**config.mk**
```make
export PLATFORM = sky130hd
export DESIGN_NAME = block_rms_level_meter_core
export DESIGN_NICKNAME = d
export VERILOG_FILES = /design/src/hdl/blkrms_pkg.sv /design/src/hdl/blkrms_ram.sv /design/src/hdl/blkrms_root.sv /design/src/hdl/block_rms_level_meter_core.sv
export VERILOG_INCLUDE_DIRS = /design/src /design/src/hdl
export SDC_FILE = /design/constraint.sdc
export NUM_CORES = 1
export LEC_CHECK = 0
export BUFFER_PORTS_ARGS = -buffer_cell sky130_fd_sc_hd__buf_2
export CAP_MARGIN = 10
export CORE_ASPECT_RATIO = 0.5
export CORE_MARGIN = 4
export CORE_UTILIZATION = 55
export CTS_BUF_LIST = sky130_fd_sc_hd__clkbuf_8
export CTS_CLUSTER_SIZE = 10
export DETAILED_ROUTE_END_ITERATION = 7
export PLACE_DENSITY = 0.74
export SLEW_MARGIN = 10
export SYNTH_ARGS = -nofsm -noshare
export SYNTH_HDL_FRONTEND = slang
export SYNTH_SLANG_ARGS = --single-unit
export TNS_END_PERCENT = 50
```
**constraint.sdc**
```tcl
create_clock -name clk_i -period 7 [get_ports clk_i]
set_input_delay 1.05 -clock clk_i [delete_from_list [all_inputs] [get_ports clk_i]]
set_output_delay 1.05 -clock clk_i [all_outputs]
set_load 0.03 [all_outputs]
```
**src/hdl/block_rms_level_meter_core_assert.svh**
```systemverilog
// ----------------------------------------------------------------------------
// block rms level meter assertion macros
// concurrent checks on clk_i, disabled while rst_ni is low
// ----------------------------------------------------------------------------
`ifndef BLOCK_RMS_LEVEL_METER_CORE_ASSERT_SVH
`define BLOCK_RMS_LEVEL_METER_CORE_ASSERT_SVH

`ifndef SYNTH
// plain property, checked at every edge out of reset
`define BRM_ASSERT(lbl, prop, msg) \
  lbl: assert property (@(posedge clk_i) disable iff (!rst_ni) (prop)) else $error(msg);
// implication into the next cycle
`define BRM_ASSERT_NEXT(lbl, ante, cons, msg) \
  lbl: assert property (@(posedge clk_i) disable iff (!rst_ni) (ante) |=> (cons)) \
    else $error(msg);
`else
`define BRM_ASSERT(lbl, prop, msg)
`define BRM_ASSERT_NEXT(lbl, ante, cons, msg)
`endif

`endif

```
**src/hdl/blkrms_pkg.sv**
```systemverilog
// ----------------------------------------------------------------------------
// blkrms_pkg
// shared widths, constants and types of the block rms level meter
// ----------------------------------------------------------------------------
package blkrms_pkg;

  localparam int SAMPLE_W = 16;
  localparam int CHAN_W   = 3;
  localparam int CFG_W    = 4;
  localparam int LEVEL_W  = 16;

  // mean square never exceeds 2^30, so the quotient fits in 31 bits
  localparam int QUO_W    = 31;
  localparam int STEP_W   = 5;

  localparam logic [CFG_W-1:0] ACTIVE_RST = 4'd2;

  // first digit weight of the square root, 4^15
  localparam logic [QUO_W-1:0] SQRT_BIT0 = {1'b1, {(QUO_W-1){1'b0}}};

  typedef struct packed {
    logic busy;
    logic done;
  } root_stat_t;

endpackage

```
**src/hdl/blkrms_ram.sv**
```systemverilog
// ----------------------------------------------------------------------------
// blkrms_ram
// generic single-write, single-read memory with registered read data
// ----------------------------------------------------------------------------
module blkrms_ram #(
  parameter int WIDTH = 56,
  parameter int DEPTH = 8
) (
  input  logic                                  clk_i,
  input  logic                                  we_i,
  input  logic [(DEPTH > 1 ? $clog2(DEPTH) : 1)-1:0] waddr_i,
  input  logic [WIDTH-1:0]                      wdata_i,
  input  logic                                  re_i,
  input  logic [(DEPTH > 1 ? $clog2(DEPTH) : 1)-1:0] raddr_i,
  output logic [WIDTH-1:0]                      rdata_o
);

  logic [WIDTH-1:0] mem_q [DEPTH];
  logic [WIDTH-1:0] rdata_q;

  always_ff @(posedge clk_i) begin
    if (we_i) begin
      mem_q[waddr_i] <= wdata_i;
    end
    if (re_i) begin
      rdata_q <= mem_q[raddr_i];
    end
  end

  assign rdata_o = rdata_q;

endmodule

```
**src/hdl/blkrms_root.sv**
```systemverilog
// ----------------------------------------------------------------------------
// blkrms_root
// iterative mean and root: restoring divide then digit-by-digit square root
// ----------------------------------------------------------------------------
module blkrms_root #(
  parameter int SUM_W = 43,
  parameter int CNT_W = 13
) (
  input  logic                            clk_i,
  input  logic                            rst_ni,
  input  logic                            start_i,
  input  logic [SUM_W-1:0]                sum_i,
  input  logic [CNT_W-1:0]                cnt_i,
  output blkrms_pkg::root_stat_t          stat_o,
  output logic [blkrms_pkg::LEVEL_W-1:0]  root_o
);

  localparam int QW = blkrms_pkg::QUO_W;

  typedef enum logic [1:0] {
    R_IDLE,
    R_DIV,
    R_SQRT
  } root_state_e;

  root_state_e                      state_q, state_d;
  logic [blkrms_pkg::STEP_W-1:0]    step_q, step_d;
  logic [QW-1:0]                    quo_q, quo_d;
  logic [CNT_W-1:0]                 rem_q, rem_d;
  logic [CNT_W-1:0]                 dvs_q, dvs_d;
  logic [QW-1:0]                    root_q, root_d;
  logic [QW-1:0]                    bit_q, bit_d;
  logic                             done_q, done_d;

  logic [CNT_W:0] trial;
  logic [CNT_W:0] diff;
  logic           ge;
  logic [QW:0]    rb;
  logic           take;

  always_comb begin
    trial = {rem_q, quo_q[QW-1]};
    diff  = trial - {1'b0, dvs_q};
    ge    = trial >= {1'b0, dvs_q};
    rb    = {1'b0, root_q} + {1'b0, bit_q};
    take  = {1'b0, quo_q} >= rb;

    state_d = state_q;
    step_d  = step_q;
    quo_d   = quo_q;
    rem_d   = rem_q;
    dvs_d   = dvs_q;
    root_d  = root_q;
    bit_d   = bit_q;
    done_d  = 1'b0;

    case (state_q)
      R_IDLE: begin
        if (start_i) begin
          // upper part of the sum is below the divisor, so it seeds the remainder
          quo_d   = sum_i[QW-1:0];
          rem_d   = CNT_W'(sum_i >> QW);
          dvs_d   = cnt_i;
          step_d  = '0;
          state_d = R_DIV;
        end
      end
      R_DIV: begin
        rem_d  = ge ? diff[CNT_W-1:0] : trial[CNT_W-1:0];
        quo_d  = {quo_q[QW-2:0], ge};
        step_d = step_q + 1'b1;
        if (step_q == blkrms_pkg::STEP_W'(QW - 1)) begin
          root_d  = '0;
          bit_d   = blkrms_pkg::SQRT_BIT0;
          state_d = R_SQRT;
        end
      end
      R_SQRT: begin
        if (take) begin
          quo_d  = quo_q - rb[QW-1:0];
          root_d = (root_q >> 1) + bit_q;
        end else begin
          root_d = root_q >> 1;
        end
        bit_d = bit_q >> 2;
        if (bit_q[0]) begin
          done_d  = 1'b1;
          state_d = R_IDLE;
        end
      end
      default: begin
        state_d = R_IDLE;
      end
    endcase
  end

  always_ff @(posedge clk_i or negedge rst_ni) begin
    if (!rst_ni) begin
      state_q <= R_IDLE;
      step_q  <= '0;
      quo_q   <= '0;
      rem_q   <= '0;
      dvs_q   <= '0;
      root_q  <= '0;
      bit_q   <= '0;
      done_q  <= 1'b0;
    end else begin
      state_q <= state_d;
      step_q  <= step_d;
      quo_q   <= quo_d;
      rem_q   <= rem_d;
      dvs_q   <= dvs_d;
      root_q  <= root_d;
      bit_q   <= bit_d;
      done_q  <= done_d;
    end
  end

  assign stat_o.busy = (state_q != R_IDLE);
  assign stat_o.done = done_q;
  assign root_o      = root_q[blkrms_pkg::LEVEL_W-1:0];

endmodule

```
**src/hdl/block_rms_level_meter_core.sv**
```systemverilog
// ----------------------------------------------------------------------------
// block_rms_level_meter_core
// per-channel block rms meter: squares accumulate in a channel memory,
// block end divides by the count and takes the floor square root
//
//   channel | signals                                       | direction
//   --------+-----------------------------------------------+----------
//   in      | in_valid_i, in_stall_o, sample_i, channel_i,  | sink
//           | last_in_block_i                               |
//   out     | out_valid_o, out_stall_i, level_channel_o,    | source
//           | rms_level_o                                   |
//   cfg     | cfg_valid_i, cfg_ready_o, cfg_data_i          | sink
//
// a sample that is not last goes through accept, then read-modify-write
// a block end passes through accept, read, the 31-step divide and the
// 16-step square root of the shared root unit, then the pick-up and the
// posting of the level
// an ignored channel is taken and dropped; reset clears the accumulators at once
// through per-entry valid bits, so no clearing pass follows reset
// a waiting result sits in the output register while the next transaction is
// taken; a second result waits until that register is free
// ----------------------------------------------------------------------------
`include "block_rms_level_meter_core_assert.svh"

module block_rms_level_meter_core #(
  parameter int MAX_CHANNELS = 8,
  parameter int BLOCK_MAX    = 4096
) (
  input  logic                                 clk_i,
  input  logic                                 rst_ni,

  input  logic                                 in_valid_i,
  output logic                                 in_stall_o,
  input  logic signed [blkrms_pkg::SAMPLE_W-1:0] sample_i,
  input  logic [blkrms_pkg::CHAN_W-1:0]        channel_i,
  input  logic                                 last_in_block_i,

  output logic                                 out_valid_o,
  input  logic                                 out_stall_i,
  output logic [blkrms_pkg::CHAN_W-1:0]        level_channel_o,
  output logic [blkrms_pkg::LEVEL_W-1:0]       rms_level_o,

  input  logic                                 cfg_valid_i,
  output logic                                 cfg_ready_o,
  input  logic [blkrms_pkg::CFG_W-1:0]         cfg_data_i
);

  localparam int CNT_W = $clog2(BLOCK_MAX + 1);
  localparam int SUM_W = 30 + CNT_W;
  localparam int ENT_W = SUM_W + CNT_W;
  localparam int AW    = (MAX_CHANNELS > 1) ? $clog2(MAX_CHANNELS) : 1;
  localparam int QW    = blkrms_pkg::QUO_W;

  typedef enum logic [1:0] {
    S_IDLE,
    S_UPD,
    S_CALC,
    S_DONE
  } meter_state_e;

  meter_state_e                       state_q, state_d;
  logic [blkrms_pkg::CFG_W-1:0]       active_q, active_d;
  logic [MAX_CHANNELS-1:0]            valid_q, valid_d;
  logic [AW-1:0]                      addr_q, addr_d;
  logic [blkrms_pkg::CHAN_W-1:0]      ch_q, ch_d;
  logic                               last_q, last_d;
  logic [QW-1:0]                      sq_q, sq_d;
  logic [blkrms_pkg::LEVEL_W-1:0]     res_q, res_d;
  logic                               out_valid_q, out_valid_d;
  logic [blkrms_pkg::CHAN_W-1:0]      lvl_ch_q, lvl_ch_d;
  logic [blkrms_pkg::LEVEL_W-1:0]     rms_q, rms_d;

  logic [blkrms_pkg::SAMPLE_W-1:0]    mag;
  logic [2*blkrms_pkg::SAMPLE_W-1:0]  prod;
  logic                               metered;
  logic                               in_acc;
  logic                               ram_re;
  logic                               ram_we;
  logic [ENT_W-1:0]                   ram_rdata;
  logic [SUM_W-1:0]                   old_sum, new_sum;
  logic [CNT_W-1:0]                   old_cnt, new_cnt;
  logic                               room;
  logic                               root_start;
  blkrms_pkg::root_stat_t             root_stat;
  logic [blkrms_pkg::LEVEL_W-1:0]     root_val;

  assign mag  = sample_i[blkrms_pkg::SAMPLE_W-1] ? $unsigned(-sample_i) : $unsigned(sample_i);
  assign prod = mag * mag;

  assign metered = ({1'b0, channel_i} < active_q) && (32'(channel_i) < MAX_CHANNELS);
  assign in_acc  = in_valid_i && (state_q == S_IDLE);

  always_comb begin
    // entries never written since reset or since their block end read as zero
    old_sum = valid_q[addr_q] ? ram_rdata[ENT_W-1:CNT_W] : '0;
    old_cnt = valid_q[addr_q] ? ram_rdata[CNT_W-1:0] : '0;
    room    = old_cnt < CNT_W'(BLOCK_MAX);
    new_sum = room ? (old_sum + SUM_W'(sq_q)) : old_sum;
    new_cnt = room ? (old_cnt + 1'b1) : old_cnt;
  end

  always_comb begin
    state_d     = state_q;
    active_d    = active_q;
    valid_d     = valid_q;
    addr_d      = addr_q;
    ch_d        = ch_q;
    last_d      = last_q;
    sq_d        = sq_q;
    res_d       = res_q;
    out_valid_d = out_valid_q;
    lvl_ch_d    = lvl_ch_q;
    rms_d       = rms_q;
    ram_re      = 1'b0;
    ram_we      = 1'b0;
    root_start  = 1'b0;

    if (cfg_valid_i) begin
      active_d = cfg_data_i;
    end

    if (out_valid_q && !out_stall_i) begin
      out_valid_d = 1'b0;
    end

    case (state_q)
      S_IDLE: begin
        if (in_acc && metered) begin
          ram_re  = 1'b1;
          addr_d  = AW'(channel_i);
          ch_d    = channel_i;
          last_d  = last_in_block_i;
          sq_d    = prod[QW-1:0];
          state_d = S_UPD;
        end
      end
      S_UPD: begin
        if (last_q) begin
          valid_d[addr_q] = 1'b0;
          if (new_cnt == '0) begin
            res_d   = '0;
            state_d = S_DONE;
          end else begin
            root_start = 1'b1;
            state_d    = S_CALC;
          end
        end else begin
          ram_we          = 1'b1;
          valid_d[addr_q] = 1'b1;
          state_d         = S_IDLE;
        end
      end
      S_CALC: begin
        if (root_stat.done) begin
          res_d   = root_val;
          state_d = S_DONE;
        end
      end
      S_DONE: begin
        if (!out_valid_q || !out_stall_i) begin
          out_valid_d = 1'b1;
          lvl_ch_d    = ch_q;
          rms_d       = res_q;
          state_d     = S_IDLE;
        end
      end
      default: begin
        state_d = S_IDLE;
      end
    endcase
  end

  always_ff @(posedge clk_i or negedge rst_ni) begin
    if (!rst_ni) begin
      state_q     <= S_IDLE;
      active_q    <= blkrms_pkg::ACTIVE_RST;
      valid_q     <= '0;
      addr_q      <= '0;
      ch_q        <= '0;
      last_q      <= 1'b0;
      sq_q        <= '0;
      res_q       <= '0;
      out_valid_q <= 1'b0;
      lvl_ch_q    <= '0;
      rms_q       <= '0;
    end else begin
      state_q     <= state_d;
      active_q    <= active_d;
      valid_q     <= valid_d;
      addr_q      <= addr_d;
      ch_q        <= ch_d;
      last_q      <= last_d;
      sq_q        <= sq_d;
      res_q       <= res_d;
      out_valid_q <= out_valid_d;
      lvl_ch_q    <= lvl_ch_d;
      rms_q       <= rms_d;
    end
  end

  // one entry per channel: sum of squares above, sample count below
  blkrms_ram #(
    .WIDTH (ENT_W),
    .DEPTH (MAX_CHANNELS)
  ) u_acc_ram (
    .clk_i   (clk_i),
    .we_i    (ram_we),
    .waddr_i (addr_q),
    .wdata_i ({new_sum, new_cnt}),
    .re_i    (ram_re),
    .raddr_i (AW'(channel_i)),
    .rdata_o (ram_rdata)
  );

  blkrms_root #(
    .SUM_W (SUM_W),
    .CNT_W (CNT_W)
  ) u_root (
    .clk_i   (clk_i),
    .rst_ni  (rst_ni),
    .start_i (root_start),
    .sum_i   (new_sum),
    .cnt_i   (new_cnt),
    .stat_o  (root_stat),
    .root_o  (root_val)
  );

  // the next transaction is held off while a read-modify-write, a block end root or a level post is in flight
  assign in_stall_o      = (state_q != S_IDLE);
  assign cfg_ready_o     = 1'b1;
  assign out_valid_o     = out_valid_q;
  assign level_channel_o = lvl_ch_q;
  assign rms_level_o     = rms_q;

  `BRM_ASSERT(a_root_done_in_calc, !root_stat.done || (state_q == S_CALC), "root result outside calc")
  `BRM_ASSERT(a_root_idle_outside, root_stat.busy || !(state_q == S_CALC) || root_stat.done || $past(root_start), "calc state with idle root unit")
  `BRM_ASSERT_NEXT(a_write_marks_valid, (state_q == S_UPD) && !last_q, valid_q[$past(addr_q)] && (state_q == S_IDLE), "accumulator write not marked valid")
  `BRM_ASSERT(a_count_bound, !ram_we || (new_cnt <= CNT_W'(BLOCK_MAX)), "sample count beyond block bound")

endmodule
```
Word-level counts from Yosys, hierarchy flattened. Memory sizes are Yosys's and may differ from the RTL's. A register that Yosys moved wholly into a read port is not among the register bits. Index checks and enable logic that the tools add are counted.

Register bits after elaboration: 212. Latch bits: 0. Memory bits (writable): 448. Memory bits (read-only): 0. Input port bits: 29. Output and inout bits: 22. Memories kept: 1.

Memories: u_acc_ram.mem_q (words 8, width 56, rd ports 1, clocked after Yosys merged registers in 1, wr ports 1, line blkrms_ram.sv:18) `logic [WIDTH-1:0] mem_q [DEPTH];`.

Add/subtract/negate cells: 8. $mul: 1. Divide/modulo/power cells: 0. Magnitude comparators: 6. Equality and inequality tests: 15. Shift-type cells: 0. Muxes and demuxes: 51. Bitwise operators: 3. Reduce and logical (&&, ||, !) cells: 24.

Operators with widths (count): 31-bit two-way mux (5); 31-bit one-hot mux with 2 select lines (2); 31-bit one-hot mux with 3 select lines (1); 43-bit two-way mux (2); 16-bit two-way mux (4); 13-bit two-way mux (4); 43-bit by 31-bit adder with 43-bit output (1); 31-bit by 31-bit adder with 32-bit output (1); 31-bit by 32-bit greater-or-equal comparator with 1-bit output (1); 16-bit one-hot mux with 2 select lines (1); 30-bit by 31-bit adder with 31-bit output (1); 16-bit by 16-bit multiplier with 31-bit output (1); 31-bit subtractor (1); 13-bit one-hot mux with 2 select lines (1); 1-bit two-way mux (17); 16-bit negation (1); 14-bit by 13-bit greater-or-equal comparator with 1-bit output (1); 2-bit two-way mux (7); 13-bit by 1-bit adder with 13-bit output (second input constant) (1); 13-bit logical NOT (1); 13-bit < comparator (second input constant) (1); 13-bit subtractor (1); 2-bit by 1-bit inequality test with 1-bit output (second input constant) (5); 5-bit one-hot mux with 2 select lines (1); other kinds (26) (46).

Logic depth before layout (Yosys ltp).
Depth after elaboration: 11. Gate-level depth with buffers: 32.

By module. Synthesis repeated with hierarchy kept, for this count alone.

Cells, all modules: 3510. Area, all modules: 41940.2 um^2.

By module, submodules not included: blkrms_ram (instances 1, cells an instance 716, area each 18535.3 um^2); block_rms_level_meter_core (instances 1, cells an instance 1614, area each 13611.8 um^2); blkrms_root (instances 1, cells an instance 1180, area each 9793.1 um^2).

Least setup slack after synthesis. OpenSTA, ideal clock, no wires.

Kind: input port to flip-flop. Start: input sample_i[2] (netlist bit). End: register sq_q[30]. Arrival: 8.288 ns. Required time: 6.877 ns. Path slack: -1.411 ns. Cell stages on the path: 26. Path buffers: 0. Path through: or4_4 or3_1 or3_1 or3_4 nor4b_1 nand2_1 inv_1 fa_1 fa_1 fa_1 fa_1 fa_1 inv_1 fa_1 inv_1 ha_1 a21o_1 a21oi_1 nor2b_1 a311oi_1 o211ai_1 a41oi_1 o21bai_1 a21oi_1 xnor2_1 o21ai_1.

Word-level cells in the longest chain between the ends: 3.

Ends and longest elaborated chain: from (decl) (line block_rms_level_meter_core.sv:34) `input logic signed [blkrms_pkg::SAMPLE_W-1:0] sample_i,`; 16-bit negation (line block_rms_level_meter_core.sv:87) `assign mag = sample_i[blkrms_pkg::SAMPLE_W-1] ? $unsigned(-sample_i) : $unsigned(sample_i);`; 16-bit two-way mux (*) (line block_rms_level_meter_core.sv:87); 16-bit by 16-bit multiplier with 31-bit output (*) (line block_rms_level_meter_core.sv:88) `assign prod = mag * mag;`; to (signal assigned) (line block_rms_level_meter_core.sv:193) `sq_q <= sq_d;`; to (decl) (line block_rms_level_meter_core.sv:67) `logic [QW-1:0] sq_q, sq_d;`.

Mark *: on every way between the ends. The rest lies on a longest branch, timed or not. A chain may end at the register's enable or synchronous reset.

Final worst setup path.
Start: input sample_i[1] (netlist bit). End: register sq_q[30].

The elaborated chain is that of the path after synthesis.

==> reports/results.txt <==
Critical Path Sink Type - flip-flop
Synth area leader - edfxtp_1
Max FO, Critical Path - 3
Yosys top cell area share - 36.7%
Arrival @ worst endpoint - 8.16 ns
Synth top cells by count - edfxtp_1, nand2_1, inv_1
gr ovfl total - 0
Worst Setup Path Type - in2reg
final-stage net count - 4112
Reg-to-Reg Start - u_root.root_q[2]
WL final - 99500 µm
vias - 28352
final cycle utilization of the critical path - 108%
hpwl dp - 67600 µm
first-pass GRT wire length - 159000 µm
die area - 79700 µm²
Reg area - 20000 µm²
Hold Path Class - in2async
Chip Width - 395 µm
DR vias/cell - 5.92
Post-synth EDFFs - 504
Starting Density - 56.0%
Root Buffer - clkbuf_8
Bufs on Longest Clock Path - 3
placed inst area - 44200 µm²
GP Congestion - 0.903
# DRC - 0
H-tree depth - 3
met3 wire length - 8400 µm
row count - 70
worst path bufs/invs - 3
share of layout cells above drive strength 1 - 19.8%
Final ANT Viol Nets - 0
status - finished with violations
M1 wire length - 43500 µm
post-route minimum period - 7.57 ns
Worst-path clk slew - 0.07 ns
drt wl/cell - 20.8 µm
fin. max-slew vios - 0
Final Hold Viols - 0
top routing layer in use - met4
Max Cap Violations - 0
IO Pins - 51
die height - 202 µm
worst slew pin tran - 1.15 ns
prevailing post-synth register cell - edfxtp_1
final setup fails - 13
area grow syn2layout - 13.4%
Syn. warnings - 0
most common cell in the netlist - edfxtp_1
failing checks - negative setup slack
CTS tree - built
vias in the first global route - 28649
slowest CP cell - or4_4
Synth Area per Inst - 12.0 µm²
count of state elements after synthesis - 700
RSZ-0062 raised after global routing - yes
Slew HR - 23.6%
gr usage total - 25.1%
footprint of the multi-input gates - 20000 µm²
final instance area - 46800 µm²
clk_lat worst skew - 0.74 ns
initial antenna violation count - 0
worst r2r path cells - 22
cell mode on critical path - fa_1
Crit path required time - 7.59 ns
hold_buf cts - 0
core area - 73700 µm²
Clock Sinks - 700
DR pass1 iterations - 5
RR Endpoint - u_root.root_q[4]
PortBufs - 49
startpoint types - input pin
Fillers - 5510
TritonCTS Buffers - 101
post-synthesis cell area - 41200 µm²
fmax - 0.132 GHz
Clock Skew - 0.0461 ns
DRT iter0 DRCs - 2537
crit-path max cell delay - 0.53 ns
sequential area share after synthesis - 48.6%
met2 WL - 45700 µm
Synth area leaders - edfxtp_1, dfrtp_1, fa_1, ha_1, mux4_2
Yosys cell types - 91
largest net degree at the start of global routing - 123
antenna cells - 0
Mapped Cells - 3440
PnR worst setup slack - -0.573 ns
asr flop ratio synth - 28.0%
r2r setup slk - 0.73 ns
crit-path leading delay family - adder cells
## state kept, by name (all words and copies together), names as in the netlist
register	flops
u_root.bit_q	16
level_channel_o	3
valid_q	8
u_root.step_q	5
u_root.quo_q	31
ch_q	3
res_q	16
active_q	4
u_root.root_q	31
last_q	1
u_root.state_q	2
out_valid_o	1
u_root.rem_q	13
u_acc_ram.rdata_o	56
u_acc_ram.mem_q	448
u_root.dvs_q	13
sq_q	30
u_root.done_q	1
rms_level_o	16
state_q	2
## cell type report
class                      count  share of cell area, %
clock buffer                 117                   3.44
clock inverter                68                  0.977
timing repair buffer         289                   4.57
sequential                   700                   42.9
tap                         1008                   2.70
inverter                     323                   2.60
multi-input combinational   2288                   42.8
## worst max path at each step
stage                           to  slack, ns  cells after the start        start
after detailed placement  sq_q[29]      -1.70                     26  sample_i[2]
after global placement    sq_q[29]      -1.59                     26  sample_i[2]
after CTS                 sq_q[30]      -0.54                     26  sample_i[1]
after global routing      sq_q[30]      -0.78                     29  sample_i[5]
after floorplan           sq_q[30]      -1.16                     25  sample_i[2]
final                     sq_q[30]      -0.57                     26  sample_i[1]
## timing repair
action,in CTS,in global routing
resized for setup,48,31
setup endpoints to repair,16,20
pin swaps,56,20
buffers inserted,14,3
## routing by layer
metal,GRT usage [%],vias up
met5,0,-
met4,5.34,0
met3,4.45,150
met2,39.5,1181
met1,37.0,14120
li1,-,12901
## worst reg2reg max path: cells and delay by family, from the launching register on
kind	cells	cell delay, ns
AOI/OAI and AO/OA	12	2.76
and+or+nand+nor	6	1.70
adders and majority gates	2	0.78
DFF	1	0.44
buffers and inverters	1	0.33
xor gates and xnor gates	1	0.11
## stage by stage
step                cells  setup slack [ns]  util [%]  TNS (ns)  hold WS (ns)
detailed placement   4592             -1.70      60.0    -23.82         0.471
finish               4793            -0.573      63.5     -5.06         0.437
global placement     4592             -1.59      60.0    -22.28         0.462
global route         4793            -0.784      63.5     -7.97         0.485
floorplan            3450             -1.16         -    -13.29         0.445
CTS                  4790            -0.541      63.2     -4.78         0.446
## kinds of logic (layout without fill, tap and decap cells)
kind of cell / Yosys count / in the layout / share of synthesized area [%]
simple gates: 834 / 834 / 9.37
flops: 700 / 700 / 48.6
compound gates: 662 / 662 / 10.3
buf+inv: 462 / 797 / 4.25
fa+ha+maj: 380 / 380 / 14.6
mux: 222 / 222 / 9.09
xor+xnor: 178 / 178 / 3.80
other cells: 2 / 12 / 0.0182
## layout by cell type (no fill, tap or decap), types with 32 or more instances in the layout
| cell type | n |
|---|---|
| ha_1 | 203 |
| and2_1 | 46 |
| o21ai_0 | 185 |
| a21o_1 | 48 |
| nor2b_1 | 34 |
| inv_1 | 342 |
| xor2_1 | 73 |
| nor2_1 | 181 |
| nand2_1 | 353 |
| buf_2 | 44 |
| fa_1 | 162 |
| buf_4 | 232 |
| xnor2_1 | 96 |
| mux4_2 | 114 |
| dfrtp_1 | 195 |
| a21oi_1 | 136 |
| nand3_1 | 59 |
| edfxtp_1 | 504 |
| mux2_2 | 81 |
| o31ai_1 | 32 |
| clkbuf_8 | 117 |
Power is left out: the tool's default activity adds up to more than one toggle a clock period on the data nets, which glitch-free logic cannot reach.
